## src/rtl/core/cpcs_pkg.sv

```systemverilog
package cpcs_pkg;

  localparam int unsigned WordW     = 32;
  localparam int unsigned HalfW     = 16;
  localparam int unsigned OpW       = 6;
  localparam int unsigned GprCount  = 32;
  localparam int unsigned GprIdxW   = $clog2(GprCount);
  localparam int unsigned RangeCnt  = 3;
  localparam int unsigned CfgIdxW   = 3;

  // primary opcodes of interest
  localparam logic [OpW-1:0] OP_ADDI  = 6'd14;
  localparam logic [OpW-1:0] OP_ADDIS = 6'd15;
  localparam logic [OpW-1:0] OP_BC    = 6'd16;
  localparam logic [OpW-1:0] OP_B     = 6'd18;
  localparam logic [OpW-1:0] OP_XL    = 6'd19;

  typedef enum logic [CfgIdxW-1:0] {
    CFG_TEXT0_BASE = 3'd0,
    CFG_TEXT0_SIZE = 3'd1,
    CFG_TEXT1_BASE = 3'd2,
    CFG_TEXT1_SIZE = 3'd3,
    CFG_TEXT2_BASE = 3'd4,
    CFG_TEXT2_SIZE = 3'd5
  } cfg_idx_e;

  // table update, applied when a word leaves the lookup stage
  typedef struct packed {
    logic               en;
    logic               clr_all;
    logic               set_en;
    logic               clr_en;
    logic [GprIdxW-1:0] rd;
    logic [HalfW-1:0]   half;
  } tbl_upd_t;

  // table read, issued when a word is accepted
  typedef struct packed {
    logic               en;
    logic [GprIdxW-1:0] addr;
  } tbl_rd_t;

endpackage

```

## src/rtl/core/cpcs_table.sv

```systemverilog
module cpcs_table
  import cpcs_pkg::*;
(
  input  logic             clk_i,
  input  logic             rst_ni,
  input  tbl_rd_t          rd_i,
  input  tbl_upd_t         upd_i,
  output logic [HalfW-1:0] half_o
);

  logic [HalfW-1:0]    mem_q [GprCount];
  logic [GprCount-1:0] valid_q, valid_d;
  logic [HalfW-1:0]    rdata_q;
  logic [GprIdxW-1:0]  raddr_q;
  logic                fwd_q;
  logic [HalfW-1:0]    fwd_data_q;
  logic                wr_en;

  assign wr_en = upd_i.en && upd_i.set_en;

  always_ff @(posedge clk_i) begin
    if (wr_en) begin
      mem_q[upd_i.rd] <= upd_i.half;
    end
    if (rd_i.en) begin
      rdata_q    <= mem_q[rd_i.addr];
      fwd_data_q <= upd_i.half;
    end
  end

  // same-edge write bypasses the old read data
  always_ff @(posedge clk_i or negedge rst_ni) begin
    if (!rst_ni) begin
      raddr_q <= '0;
      fwd_q   <= 1'b0;
    end else if (rd_i.en) begin
      raddr_q <= rd_i.addr;
      fwd_q   <= wr_en && (upd_i.rd == rd_i.addr);
    end
  end

  always_comb begin
    valid_d = valid_q;
    if (upd_i.en) begin
      if (upd_i.clr_all) valid_d = '0;
      if (upd_i.set_en) valid_d[upd_i.rd] = 1'b1;
      if (upd_i.clr_en) valid_d[upd_i.rd] = 1'b0;
    end
  end

  always_ff @(posedge clk_i or negedge rst_ni) begin
    if (!rst_ni) begin
      valid_q <= '0;
    end else begin
      valid_q <= valid_d;
    end
  end

  assign half_o = valid_q[raddr_q] ? (fwd_q ? fwd_data_q : rdata_q) : '0;

endmodule

```

## src/rtl/core/cpcs_range.sv

```systemverilog
module cpcs_range
  import cpcs_pkg::*;
(
  input  logic               clk_i,
  input  logic               rst_ni,
  input  logic               cfg_we_i,
  input  logic [CfgIdxW-1:0] cfg_index_i,
  input  logic [WordW-1:0]   cfg_wdata_i,
  input  logic [WordW-1:0]   addr_i,
  output logic               hit_o
);

  logic [WordW-1:0] base_q [RangeCnt];
  logic [WordW-1:0] size_q [RangeCnt];
  logic [RangeCnt-1:0] in_range;

  always_ff @(posedge clk_i or negedge rst_ni) begin
    if (!rst_ni) begin
      for (int k = 0; k < RangeCnt; k++) begin
        base_q[k] <= '0;
        size_q[k] <= '0;
      end
    end else if (cfg_we_i) begin
      unique case (cfg_index_i)
        CFG_TEXT0_BASE: base_q[0] <= cfg_wdata_i;
        CFG_TEXT0_SIZE: size_q[0] <= cfg_wdata_i;
        CFG_TEXT1_BASE: base_q[1] <= cfg_wdata_i;
        CFG_TEXT1_SIZE: size_q[1] <= cfg_wdata_i;
        CFG_TEXT2_BASE: base_q[2] <= cfg_wdata_i;
        CFG_TEXT2_SIZE: size_q[2] <= cfg_wdata_i;
        default: ;
      endcase
    end
  end

  // offset from base, mod 2^32, below size; wraps past top of space
  always_comb begin
    for (int k = 0; k < RangeCnt; k++) begin
      in_range[k] = (addr_i - base_q[k]) < size_q[k];
    end
  end

  assign hit_o = (addr_i[1:0] == 2'b00) && (|in_range);

endmodule

```

## src/rtl/core/code_pointer_candidate_scanner.sv

```systemverilog
// Code pointer candidate scanner.
// Input channel: one section word per handshake (word_i, in_code_section_i,
// section_first_i) under in_valid_i / in_stall_o. Output channel: one
// candidate word (candidate_address_o, found_in_data_o) under out_valid_o /
// out_stall_i. Words that yield no candidate produce nothing on the output.
// Config: cfg_we_i writes cfg_wdata_i to register cfg_index_i
// (0..5 = text0_base, text0_size, text1_base, text1_size, text2_base,
// text2_size); indexes 6 and 7 are ignored. Write only while idle.
// Pipeline: accept (table read issued) -> lookup/decode (table update)
// -> range check -> output register. out_valid_o rises once its word has
// passed the lookup and range stages into the output register.
// Throughput is one word per cycle while the output is not stalled, set
// by the read-modify-write of the 32-entry pending-half memory; a write
// that lands on the edge of the next read is bypassed.
// Reset: all range registers zero (no code ranges), pending table empty
// (valid bits cleared at once, no sweep), pipeline empty.
// Stall: a stalled output holds its word; the range stage and then the
// lookup stage back up, and in_stall_o rises only when all are full.
module code_pointer_candidate_scanner
  import cpcs_pkg::*;
(
  input  logic               clk_i,
  input  logic               rst_ni,
  input  logic               cfg_we_i,
  input  logic [CfgIdxW-1:0] cfg_index_i,
  input  logic [WordW-1:0]   cfg_wdata_i,
  input  logic               in_valid_i,
  output logic               in_stall_o,
  input  logic [WordW-1:0]   word_i,
  input  logic               in_code_section_i,
  input  logic               section_first_i,
  output logic               out_valid_o,
  input  logic               out_stall_i,
  output logic [WordW-1:0]   candidate_address_o,
  output logic               found_in_data_o
);

  logic             accept;
  // lookup stage
  logic             s1_valid_q, s1_valid_d;
  logic [WordW-1:0] s1_word_q;
  logic             s1_code_q, s1_first_q;
  // range stage
  logic             s2_valid_q, s2_valid_d;
  logic [WordW-1:0] s2_addr_q;
  logic             s2_data_q;
  // output register
  logic             out_valid_q, out_valid_d;
  logic [WordW-1:0] out_addr_q;
  logic             out_data_q;

  logic               s1_adv, s2_adv, s2_free, out_free, hit;
  logic [OpW-1:0]     op;
  logic [GprIdxW-1:0] rd, ra;
  logic [HalfW-1:0]   imm, lk_half, hi;
  logic               is_addis, is_addi, is_branch;
  logic               cand_en;
  logic [WordW-1:0]   target, cand_addr;
  tbl_rd_t            tbl_rd;
  tbl_upd_t           tbl_upd;

  assign accept = in_valid_i && !in_stall_o;

  // decode of the word in the lookup stage
  assign op  = s1_word_q[31:26];
  assign rd  = s1_word_q[25:21];
  assign ra  = s1_word_q[20:16];
  assign imm = s1_word_q[15:0];

  assign is_addis  = (op == OP_ADDIS) && (ra == '0);
  assign is_addi   = (op == OP_ADDI);
  assign is_branch = (op == OP_B) || (op == OP_XL) || (op == OP_BC);

  // section start empties the table before this word looks at it
  assign hi     = s1_first_q ? '0 : lk_half;
  assign target = {hi, {HalfW{1'b0}}} + {{HalfW{imm[HalfW-1]}}, imm};

  assign cand_en   = s1_code_q ? (is_addi && (hi != '0)) : 1'b1;
  assign cand_addr = s1_code_q ? target : s1_word_q;

  // handshake chain, output side first
  assign out_free   = !out_valid_q || !out_stall_i;
  assign s2_adv     = s2_valid_q && (!hit || out_free);
  assign s2_free    = !s2_valid_q || s2_adv;
  assign s1_adv     = s1_valid_q && s2_free;
  assign in_stall_o = s1_valid_q && !s1_adv;

  // ADDI reads rA here, then its rD is dropped
  assign tbl_rd.en   = accept;
  assign tbl_rd.addr = word_i[20:16];

  always_comb begin
    tbl_upd.en      = s1_adv;
    tbl_upd.clr_all = s1_first_q || (s1_code_q && is_branch);
    tbl_upd.set_en  = s1_code_q && is_addis;
    tbl_upd.clr_en  = s1_code_q && !is_addis && !is_branch;
    tbl_upd.rd      = rd;
    tbl_upd.half    = imm;
  end

  cpcs_table u_table (
    .clk_i  (clk_i),
    .rst_ni (rst_ni),
    .rd_i   (tbl_rd),
    .upd_i  (tbl_upd),
    .half_o (lk_half)
  );

  cpcs_range u_range (
    .clk_i       (clk_i),
    .rst_ni      (rst_ni),
    .cfg_we_i    (cfg_we_i),
    .cfg_index_i (cfg_index_i),
    .cfg_wdata_i (cfg_wdata_i),
    .addr_i      (s2_addr_q),
    .hit_o       (hit)
  );

  always_comb begin
    s1_valid_d = s1_valid_q;
    if (accept) s1_valid_d = 1'b1;
    else if (s1_adv) s1_valid_d = 1'b0;

    s2_valid_d = s2_valid_q;
    if (s1_adv && cand_en) s2_valid_d = 1'b1;
    else if (s2_adv) s2_valid_d = 1'b0;

    out_valid_d = out_valid_q;
    if (s2_adv && hit) out_valid_d = 1'b1;
    else if (!out_stall_i) out_valid_d = 1'b0;
  end

  always_ff @(posedge clk_i or negedge rst_ni) begin
    if (!rst_ni) begin
      s1_valid_q  <= 1'b0;
      s2_valid_q  <= 1'b0;
      out_valid_q <= 1'b0;
    end else begin
      s1_valid_q  <= s1_valid_d;
      s2_valid_q  <= s2_valid_d;
      out_valid_q <= out_valid_d;
    end
  end

  always_ff @(posedge clk_i) begin
    if (accept) begin
      s1_word_q  <= word_i;
      s1_code_q  <= in_code_section_i;
      s1_first_q <= section_first_i;
    end
    if (s1_adv && cand_en) begin
      s2_addr_q <= cand_addr;
      s2_data_q <= !s1_code_q;
    end
    if (s2_adv && hit) begin
      out_addr_q <= s2_addr_q;
      out_data_q <= s2_data_q;
    end
  end

  assign out_valid_o         = out_valid_q;
  assign candidate_address_o = out_addr_q;
  assign found_in_data_o     = out_data_q;

endmodule

```

## config.mk

```make
export PLATFORM = sky130hd
export DESIGN_NAME = code_pointer_candidate_scanner
export DESIGN_NICKNAME = d
export VERILOG_FILES = /design/src/rtl/core/cpcs_pkg.sv /design/src/rtl/core/cpcs_table.sv /design/src/rtl/core/cpcs_range.sv /design/src/rtl/core/code_pointer_candidate_scanner.sv
export SDC_FILE = /design/constraint.sdc
export NUM_CORES = 1
export LEC_CHECK = 0
export BUFFER_PORTS_ARGS = -buffer_cell sky130_fd_sc_hd__buf_2
export CAP_MARGIN = 15
export CORE_MARGIN = 3
export CORE_UTILIZATION = 60
export CTS_BUF_LIST = sky130_fd_sc_hd__clkbuf_4 sky130_fd_sc_hd__clkbuf_8 sky130_fd_sc_hd__clkbuf_16
export CTS_CLUSTER_SIZE = 14
export DETAILED_ROUTE_END_ITERATION = 7
export HOLD_SLACK_MARGIN = 0.05
export PLACE_DENSITY = 0.77
export SYNTH_ARGS = -nofsm -noshare
export SYNTH_HDL_FRONTEND = slang
export SYNTH_SLANG_ARGS = --single-unit
```

## constraint.sdc

```tcl
create_clock -name clk_i -period 8.7 [get_ports clk_i]
set_input_delay 1.74 -clock clk_i [delete_from_list [all_inputs] [get_ports clk_i]]
set_output_delay 1.74 -clock clk_i [all_outputs]
set_load 0.01 [all_outputs]
```

After elaboration in Yosys (flattened, before gate mapping)
Memories as Yosys holds them, arrays and structs flattened. A register that Yosys moved wholly into a read port is not among the register bits.
Index checks and enable logic that the tools add are counted.
- flip-flop bits (word level): 349
- RAM bits: 512
- output and inout bits: 35
- word-level logic and storage cells: 112
- memories: 1
- add/sub/neg operators: 4
- $lt $le $gt $ge: 6
- equal/unequal tests: 12
- muxes and demuxes: 22
- bitwise gates (word level): 3
- reduce and logical (&&, ||, !) cells: 44
- memory list (name ; depth ; width ; read ports ; clocked after Yosys merged registers in ; write ports ; RTL line ; text):
    u_table.mem_q ; 32 ; 16 ; 1 ; 1 ; 1 ; cpcs_table.sv:11 ; logic [HalfW-1:0] mem_q [GprCount];
- operators by type and width (operator ; count):
    $mux 32 ; 6
    $lt 32x32->1 ; 3
    $sub 32x32->32 ; 3
    $mux 16 ; 3
    $add 32x32->32 ; 1
    $and 32x32->32 ; 1
    $not 32->32 ; 1
    $or 32x32->32 ; 1
    $eq 6x5->1 const B ; 3
    $logic_and 1x1->1 ; 16
    $reduce_bool 16->1 ; 1
    $eq 6x4->1 const B ; 2
    $lt 5x6->1 const B ; 2
    $reduce_and 2->1 ; 6
    $mux 1 ; 11
    $logic_not 1->1 ; 9
    $eq 3x2->1 const B ; 2
    $eq 3x3->1 const B ; 2
    $logic_or 1x1->1 ; 6
    $bmux 1 s5 ; 1
    $demux 1 s5 ; 1
    $eq 5x5->1 ; 1
    $ge 5x1->1 const B ; 1
    $logic_not 5->1 ; 1
    6 further kinds ; 7

Longest topological paths before layout
Gate-level depths: netlist of the first run.
- depth in word-level cells: 15
- depth in mapped cells: 25

Modules after synthesis
Synthesis of the first run repeated with hierarchy kept, for this count alone.
- cell total of the unflattened synthesis: 2932
- area total of the unflattened synthesis: 41325.9 um^2
- by module, submodules not included (module ; instances ; cells an instance ; area each (um^2) ; sequential area each (um^2)):
    cpcs_table ; 1 ; 1090 ; 23075.9 ; 17286.6
    cpcs_range ; 1 ; 1588 ; 14051.0 ; 4804.6
    code_pointer_candidate_scanner ; 1 ; 254 ; 4199.0 ; 3078.0

Worst setup path before layout of the first run
OpenSTA, ideal clock, no wires.
- kind: flip-flop to flip-flop
- from: register s2_addr_q[0]
- to: register u_table.raddr_q[0]
- library setup time: 0.127 ns
- arrival: 6.456 ns
- required time: 8.573 ns
- setup slack: 2.118 ns
- stages on the path, launching flop included: 24
- path buffers: 0
- clock period less this slack: 6.582 ns
- cells stage by stage: edfxtp_1 > inv_1 > ha_1 > inv_1 > fa_1 > a211oi_1 > o21a_1 > o311ai_2 > a211oi_1 > o31ai_2 > and4_1 > a2111oi_0 > o21bai_1 > xor2_1 > ha_1 > nand2_1 > o31a_1 > o21ai_0 > a21oi_1 > and2_1 > a2bb2oi_2 > nand2_2 > a21boi_2 > mux2_2
- word-level cells in the longest chain between the ends: 13
- elaborated cells between the ends (all ways): 18
- classes of those cells: add/sub: 3; order compare: 3; reduce/logical: 12
- RTL lines (what ; RTL line ; text):
    start: declaration ; code_pointer_candidate_scanner.sv:45 ; logic [WordW-1:0] s2_addr_q;
    start signal: assignment ; code_pointer_candidate_scanner.sv:152 ; s2_addr_q <= cand_addr;
    $sub 32x32->32 ; cpcs_range.sv:39 ; in_range[k] = (addr_i - base_q[k]) < size_q[k];
    $lt 32x32->1 ; cpcs_range.sv:39 ;
    $reduce_or 3->1 ; cpcs_range.sv:43 ; assign hit_o = (addr_i[1:0] == 2'b00) && (|in_range);
    $logic_and 1x1->1 (*) ; cpcs_range.sv:43 ;
    $logic_not 1->1 (*) ; code_pointer_candidate_scanner.sv:83 ; assign s2_adv = s2_valid_q && (!hit || out_free);
    $logic_or 1x1->1 (*) ; code_pointer_candidate_scanner.sv:83 ;
    $logic_and 1x1->1 (*) ; code_pointer_candidate_scanner.sv:83 ;
    $logic_or 1x1->1 (*) ; code_pointer_candidate_scanner.sv:84 ; assign s2_free = !s2_valid_q || s2_adv;
    $logic_and 1x1->1 (*) ; code_pointer_candidate_scanner.sv:85 ; assign s1_adv = s1_valid_q && s2_free;
    $logic_not 1->1 (*) ; code_pointer_candidate_scanner.sv:86 ; assign in_stall_o = s1_valid_q && !s1_adv;
    $logic_and 1x1->1 (*) ; code_pointer_candidate_scanner.sv:86 ;
    $logic_not 1->1 (*) ; code_pointer_candidate_scanner.sv:62 ; assign accept = in_valid_i && !in_stall_o;
    $logic_and 1x1->1 (*) ; code_pointer_candidate_scanner.sv:62 ;
    named net accept ; code_pointer_candidate_scanner.sv:38 ; logic accept;
    end signal: assignment ; cpcs_table.sv:37 ; raddr_q <= rd_i.addr;
    end: declaration ; cpcs_table.sv:14 ; logic [GprIdxW-1:0] raddr_q;
Mark *: on every way through the listed nets, which the timed path passes. The rest lies on a longest branch.
A chain may end at the register's enable or synchronous reset.

Worst setup path after layout of the first run
- from: register s2_addr_q[0]
- to: output port in_stall_o
- word-level cells in the longest chain between the ends: 11
- elaborated cells between the ends (all ways): 16
- classes of those cells: add/sub: 3; order compare: 3; reduce/logical: 10
- RTL lines (what ; RTL line ; text):
    $sub 32x32->32 ; cpcs_range.sv:39 ;
    $lt 32x32->1 ; cpcs_range.sv:39 ;
    $reduce_or 3->1 ; cpcs_range.sv:43 ;
    $logic_and 1x1->1 (*) ; cpcs_range.sv:43 ;
    $logic_not 1->1 (*) ; code_pointer_candidate_scanner.sv:83 ;
    $logic_or 1x1->1 (*) ; code_pointer_candidate_scanner.sv:83 ;
    $logic_and 1x1->1 (*) ; code_pointer_candidate_scanner.sv:83 ;
    $logic_or 1x1->1 (*) ; code_pointer_candidate_scanner.sv:84 ;
    $logic_and 1x1->1 (*) ; code_pointer_candidate_scanner.sv:85 ;
    $logic_not 1->1 (*) ; code_pointer_candidate_scanner.sv:86 ;
    $logic_and 1x1->1 (*) ; code_pointer_candidate_scanner.sv:86 ;
    end: declaration ; code_pointer_candidate_scanner.sv:28 ; output logic in_stall_o,
Every way passes the cells marked *; elsewhere a longest branch is shown, timed or not.

==> flow_metrics.env, run 1 <==
export IMPL_status="finished, violations left"
export IMPL_violations="antenna rules"
export IMPL_synth_top_area_share_pct=47.2
export IMPL_tns_ns=0
export IMPL_clkTransAtPathRegs_ns=0.05
export IMPL_avgSynthCellArea_um2=14.3
export IMPL_die_area_um2=71400
export IMPL_postCtsResizedCells=0
export IMPL_cts_path_max_buffers=3
export IMPL_worst_ir_drop_vdd_v=0.000226
export IMPL_slew_violations=0
export IMPL_drv_cap=0
export IMPL_rsz0062_at_grt="no"
export IMPL_first_pass_iters=6
export IMPL_cp_cell_sequence="inv_1 > ha_1 > inv_1 > fa_1 > a211oi_1 > o211ai_1 > nand3_1 > o21a_1 > nor3_1 > o41a_1 > a311oi_1 > nand3_1 > o311ai_0 > ha_1 > a21o_1 > a21o_1 > a2111oi_0 > nand3b_1 > a2bb2oi_2 > nand2_2 > and2_1 > buf_2"
export IMPL_synth_seq_cells=877
export IMPL_routed_wirelength_um=102000
export IMPL_grt_pass1_vias=25800
export IMPL_yosysWarnings=0
export IMPL_nets=3302
export IMPL_final_common_cell="edfxtp_1"
export IMPL_synth_edf_count=644
export IMPL_io_pins=109
export IMPL_vias=25300
export IMPL_die_w_um=267
export IMPL_hold_path_class="flip-flop to flip-flop"
export IMPL_cts_buffers=88
export IMPL_critPathRequiredTime_ns=6.96
export IMPL_synthArstFlopShare_pct=26.6
export IMPL_die_y_um=267
export IMPL_drc_errors=0
export IMPL_fmax_ghz=0.124
export IMPL_fin_crit_ns=8.05
export IMPL_grt_usage_pct=29.1
export IMPL_postRouteAntennaNets=1
export IMPL_htree_levels=3
export IMPL_mostFrequentLayoutCells="edfxtp_1, dfrtp_1, nand2_1"
export IMPL_place_congestion=0.907
export IMPL_slowest_delay_ns=0.65
export IMPL_grt_antenna_before_repair=2
export IMPL_synth_nets=3146
export IMPL_post_cts_buffers=0
export IMPL_grt_pass1_wl_um=155000
export IMPL_vias_per_cell=6.37
export IMPL_cp_arrival_ns=6.31
export IMPL_crit_path_end_kind="output port"
export IMPL_cts_tree="done"
export IMPL_ys_seq_area_share_pct=61.5
export IMPL_yosys_most_used_dff="edfxtp_1"
export IMPL_critPathSlowestCell="a2111oi_0"
export IMPL_drive_gt1_share_pct=21.4
export IMPL_power_density_nw_per_um2=239
export IMPL_synth_cells=2867
export IMPL_tightest_slew_ns=1.07
export IMPL_total_leakage_power_nw=17.6
export IMPL_worstPathMaxFanout=4
export IMPL_wl_per_cell_um=25.7
export IMPL_setup_ws_ns=0.648
export IMPL_critical_path_class="flip-flop to output port"
export IMPL_insertion_delay_ns=0.68
export IMPL_hold_viol=0
export IMPL_core_um2=67400
export IMPL_cts_num_sinks=877
export IMPL_skew_ns=0.0688
export IMPL_ys_types=79
export IMPL_start_util_pct=60.7
export IMPL_netlist_area_um2=40900
export IMPL_placement_io_buffers=108
export IMPL_yosys_area_top_type="edfxtp_1"
export IMPL_finalSetupViolations=0
export IMPL_syn2layout_area_growth_pct=12.6
export IMPL_preCtsSetupSlack_ns=1.43
export IMPL_critPathLaunchType="flip-flop"
export IMPL_overflow=0
export IMPL_slew_headroom_pct=28.5
export IMPL_dpl_hpwl_um=63700
export IMPL_row_count=95
export IMPL_synth_area_leaders="edfxtp_1, dfrtp_1, mux4_2, ha_1, mux2_2"
export IMPL_cts_hold_buf=0
export IMPL_period_share_pct=92.6
export IMPL_first_iter_violations=2324
export IMPL_cts_root_buffer="clkbuf_16"
export IMPL_grt_max_degree=102
-- worst max-delay path, delay by kind of cell (launching register included) --
kind / cells / cell delay [ns]
buffers and inverters: 3 / 0.38
flip-flops: 1 / 0.39
AND/OR/NAND/NOR: 6 / 0.92
AO/OA/AOI/OAI: 10 / 3.03
adder cells (fa/ha/maj): 3 / 0.93
-- cells in the mapped netlist (all sizes together), types with 6 or more instances --
| cell type | number |
|---|---|
| inv | 210 |
| ha | 201 |
| o21bai | 10 |
| mux2i | 20 |
| o211ai | 11 |
| nand2b | 22 |
| a21boi | 6 |
| and4 | 6 |
| nand4 | 24 |
| a21oi | 103 |
| clkbuf | 82 |
| mux4 | 170 |
| a31oi | 12 |
| nor2 | 93 |
| o21a | 18 |
| and3 | 8 |
| nand3 | 34 |
| mux2 | 103 |
| xor2 | 24 |
| or2 | 11 |
| nor3 | 27 |
| o21ai | 218 |
| a211oi | 25 |
| dfrtp | 233 |
| nor4 | 41 |
| a2111oi | 8 |
| a21o | 79 |
| nand2 | 223 |
| edfxtp | 644 |
| nor2b | 17 |
| xnor2 | 72 |
| buf | 26 |
-- area by class of cell --
class	count	area, um2
antenna	5	12.5
inverter	210	788
sequential	877	25200
clock buffer	116	2450
clock inverter	50	607
fill	4424	21300
tap	873	1090
timing repair buffer	174	1190
multi-input combinational	1672	14800
-- path summary, 6_finish.rpt --
kind / slack [ns] / endpoint / startpoint / cells past startpoint
worst max-delay path: 0.65 / in_stall_o / s2_addr_q[0] / 22
worst min-delay path: 0.47 / candidate_address_o[0] / s2_addr_q[0] / 0
worst max register to register: 1.76 / s1_word_q[1] / s2_addr_q[0] / 23
worst min register to register: 0.47 / candidate_address_o[0] / s2_addr_q[0] / 0
max in group asynchronous: 6.25 / u_range.base_q[80] / rst_ni / 2
min in group asynchronous: 1.10 / u_range.size_q[5] / rst_ni / 1
-- stage by stage --
stage                     instance area, um2  utilization [%]  instances  hold slack (ns)  total power, W
final                                  46100             68.4       3977            0.469          0.0110
after global routing                   46100             68.4       3972            0.491          0.0115
after CTS                              45900             68.1       3964            0.466          0.0110
after detailed placement               42800             63.6       3798            0.453         0.00714
after global placement                 42800             63.6       3798            0.435         0.00704
after floorplan                        40900                -       2867            0.400         0.00653
-- metal layers --
layer,part of all wire (%),vias to the layer above,GRT usage (%),wire length [um]
li1,-,11200,-,-
met1,38,12700,38.1,38900
met2,50,1264,49.0,50600
met3,8.5,228,5.28,8660
met4,3.8,0,11.3,3890
met5,0,-,0,0
-- cell families after synthesis --
family,after synthesis,synth area share [%]
XOR/XNOR,96,2.07
AO/OA/AOI/OAI,541,8.20
adder cells (fa/ha/maj),205,6.34
AND/OR/NAND/NOR,537,6.25
multiplexers,293,12.7
buffers and inverters,318,2.97
flip-flops,877,61.5
-- registers in the layout, indices dropped and copies added, names as in the netlist, 5 cells and up --
name	flops
candidate_address_o	32
s1_word_q	32
s2_addr_q	32
u_range.base_q	96
u_range.size_q	96
u_table.fwd_data_q	16
u_table.mem_q	512
u_table.raddr_q	5
u_table.rdata_q	16
u_table.valid_q	32
-- power breakdown --
part	total, W	internal, W	switching [W]
Sequential	0.00488	0.00474	0.000136
Clock	0.00392	0.00228	0.00164
Combinational	0.00221	0.000957	0.00126
No activity file was read; power rests on OpenSTA's default activity.
==> run 2: changes to the inputs <==
--- a/config.mk
+++ b/config.mk
@@ -7,7 +7,7 @@
 export LEC_CHECK = 0
 export BUFFER_PORTS_ARGS = -buffer_cell sky130_fd_sc_hd__buf_2
 export CAP_MARGIN = 15
-export CORE_MARGIN = 3
+export CORE_MARGIN = 2
 export CORE_UTILIZATION = 60
 export CTS_BUF_LIST = sky130_fd_sc_hd__clkbuf_4 sky130_fd_sc_hd__clkbuf_8 sky130_fd_sc_hd__clkbuf_16
 export CTS_CLUSTER_SIZE = 14
==> flow_metrics.env, run 2 (synthesis results as in run 1) <==
export IMPL_overflow=0
export IMPL_htree_levels=3
export IMPL_finalPower_w=0.0110
export IMPL_tns_ns=0
export IMPL_cts_hold_buf=0
export IMPL_fin_cells=3970
export IMPL_routed_wirelength_um=104000
export IMPL_die_area_um2=70300
export IMPL_vias_per_cell=6.41
export IMPL_rr_startpoint="s2_addr_q[0]"
export IMPL_mostFrequentLayoutCells="edfxtp_1, dfrtp_1, nand2_1"
export IMPL_die_w_um=265
export IMPL_grt_max_degree=132
export IMPL_cp_arrival_ns=6.38
export IMPL_p_int_w=0.00796
export IMPL_slew_violations=0
export IMPL_final_common_cell="edfxtp_1"
export IMPL_hp_start="s2_addr_q[0]"
export IMPL_grt_antenna_before_repair=3
export IMPL_utilization_pct=68.4
export IMPL_place_congestion=0.920
export IMPL_insertion_delay_ns=0.70
export IMPL_critPathRequiredTime_ns=6.96
export IMPL_drive_gt1_share_pct=21.4
export IMPL_start_util_pct=60.7
export IMPL_wl_per_cell_um=26.1
export IMPL_fin_crit_ns=8.12
export IMPL_cts_root_buffer="clkbuf_16"
export IMPL_grt_usage_pct=29.5
export IMPL_crit_path_end_kind="output port"
export IMPL_tightest_slew_ns=1.08
export IMPL_grt_pass1_wl_um=155000
export IMPL_postCtsResizedCells=0
export IMPL_grt_pass1_vias=26300
export IMPL_first_iter_violations=2678
export IMPL_hold_path_class="flip-flop to flip-flop"
export IMPL_dpl_hpwl_um=63800
export IMPL_dp_cells=3795
export IMPL_stdcell_area_um2=46100
export IMPL_status="finished clean"
export IMPL_clkTransAtPathRegs_ns=0.06
export IMPL_power_share_clock_pct=35.6
export IMPL_nFillCells=4499
export IMPL_reg_top3="u_table.mem_q x512, u_range.base_q x96, u_range.size_q x96"
export IMPL_switchingPower_w=0.00308
export IMPL_worstPathMaxFanout=4
export IMPL_fmax_ghz=0.123
export IMPL_critPathLaunchType="flip-flop"
export IMPL_hold_viol=0
export IMPL_sequentialPowerShare_pct=44.2
export IMPL_slew_headroom_pct=27.9
export IMPL_skew_ns=0.0763
export IMPL_rsz0062_at_grt="no"
export IMPL_syn2layout_area_growth_pct=12.6
export IMPL_placement_io_buffers=108
export IMPL_power_density_nw_per_um2=239
export IMPL_largest_register_ffs=512
export IMPL_vias=25400
export IMPL_worst_ir_drop_vdd_v=0.000196
export IMPL_row_count=95
export IMPL_cts_tree="done"
export IMPL_diodes=0
export IMPL_crit_start="s2_addr_q[0]"
export IMPL_p_comb_share_pct=20.2
export IMPL_drc_errors=0
export IMPL_finalSetupViolations=0
export IMPL_cts_path_max_buffers=3
export IMPL_critical_path_class="flip-flop to output port"
export IMPL_switching_share_pct=27.9
export IMPL_place_area_um2=42800
export IMPL_drv_cap=0
export IMPL_total_leakage_power_nw=17.6
export IMPL_nets=3301
export IMPL_core_um2=67400
export IMPL_postRouteAntennaNets=0
export IMPL_first_pass_iters=7
export IMPL_die_y_um=265
export IMPL_cts_buffers=89
export IMPL_period_share_pct=93.4
export IMPL_largest_register="u_table.mem_q"
export IMPL_post_cts_buffers=0
export IMPL_cts_num_sinks=877
export IMPL_io_pins=109
[run 2: area by class of cell]
type / instances / area [um2] / share of cell area, %
multi-input cells: 1672 / 14800 / 32.1
repair buffers: 172 / 1210 / 2.62
well taps: 873 / 1090 / 2.37
clock buffers: 119 / 2490 / 5.41
inverters: 210 / 788 / 1.71
flip-flops and latches: 877 / 25200 / 54.6
clock inverters: 47 / 561 / 1.22
[run 2: per-layer routing]
metal | share of wire (%) | vias to the layer above | global-route usage, %
li1 | - | 11200 | -
met1 | 38 | 12900 | 38.1
met2 | 50 | 1184 | 50.4
met3 | 7.3 | 228 | 4.40
met4 | 4.3 | 0 | 12.5
met5 | 0 | - | 0
[run 2: path summary, 6_finish.rpt]
check                      cells past startpoint                     end  slack (ns)
setup / recovery                              22              in_stall_o        0.58
hold / removal                                 0  candidate_address_o[0]        0.46
setup reg to reg                              23  u_table.fwd_data_q[14]        1.89
hold reg to reg                                0  candidate_address_o[0]        0.46
max in group asynchronous                      2     u_table.valid_q[26]        5.98
min in group asynchronous                      1       u_range.base_q[4]        1.21
[run 2: per-stage QoR]
step	hold slack [ns]	setup WS [ns]
finish	0.460	0.577
detailed placement	0.449	1.37
global route	0.483	0.149
CTS	0.464	0.619
floorplan	0.400	2.12
global placement	0.432	1.53
[run 2: critical path, cell delays in order, from the launching register on]
cell,delay [ns]
edfxtp_1,0.39
inv_1,0.16
ha_1,0.18
inv_1,0.06
fa_1,0.42
a211oi_1,0.34
o211ai_1,0.16
nand3_1,0.16
o21a_1,0.23
nor3_1,0.11
o41a_1,0.43
a311oi_1,0.48
nand3_1,0.12
o311ai_0,0.12
ha_1,0.31
a21o_1,0.16
a21o_1,0.20
a2111oi_0,0.80
nand3b_1,0.24
a2bb2oi_2,0.21
nand2_2,0.10
and2_1,0.19
buf_2,0.16
[run 2: power by group through the flow]
stage	clock network, W	registers (W)	logic [W]
2_1_floorplan	0	0.00492	0.00161
3_3_place_gp	0	0.00496	0.00208
3_5_place_dp	0	0.00498	0.00216
4_1_cts	0.00397	0.00489	0.00219
5_1_grt	0.00412	0.00490	0.00249
6_report	0.00393	0.00488	0.00223
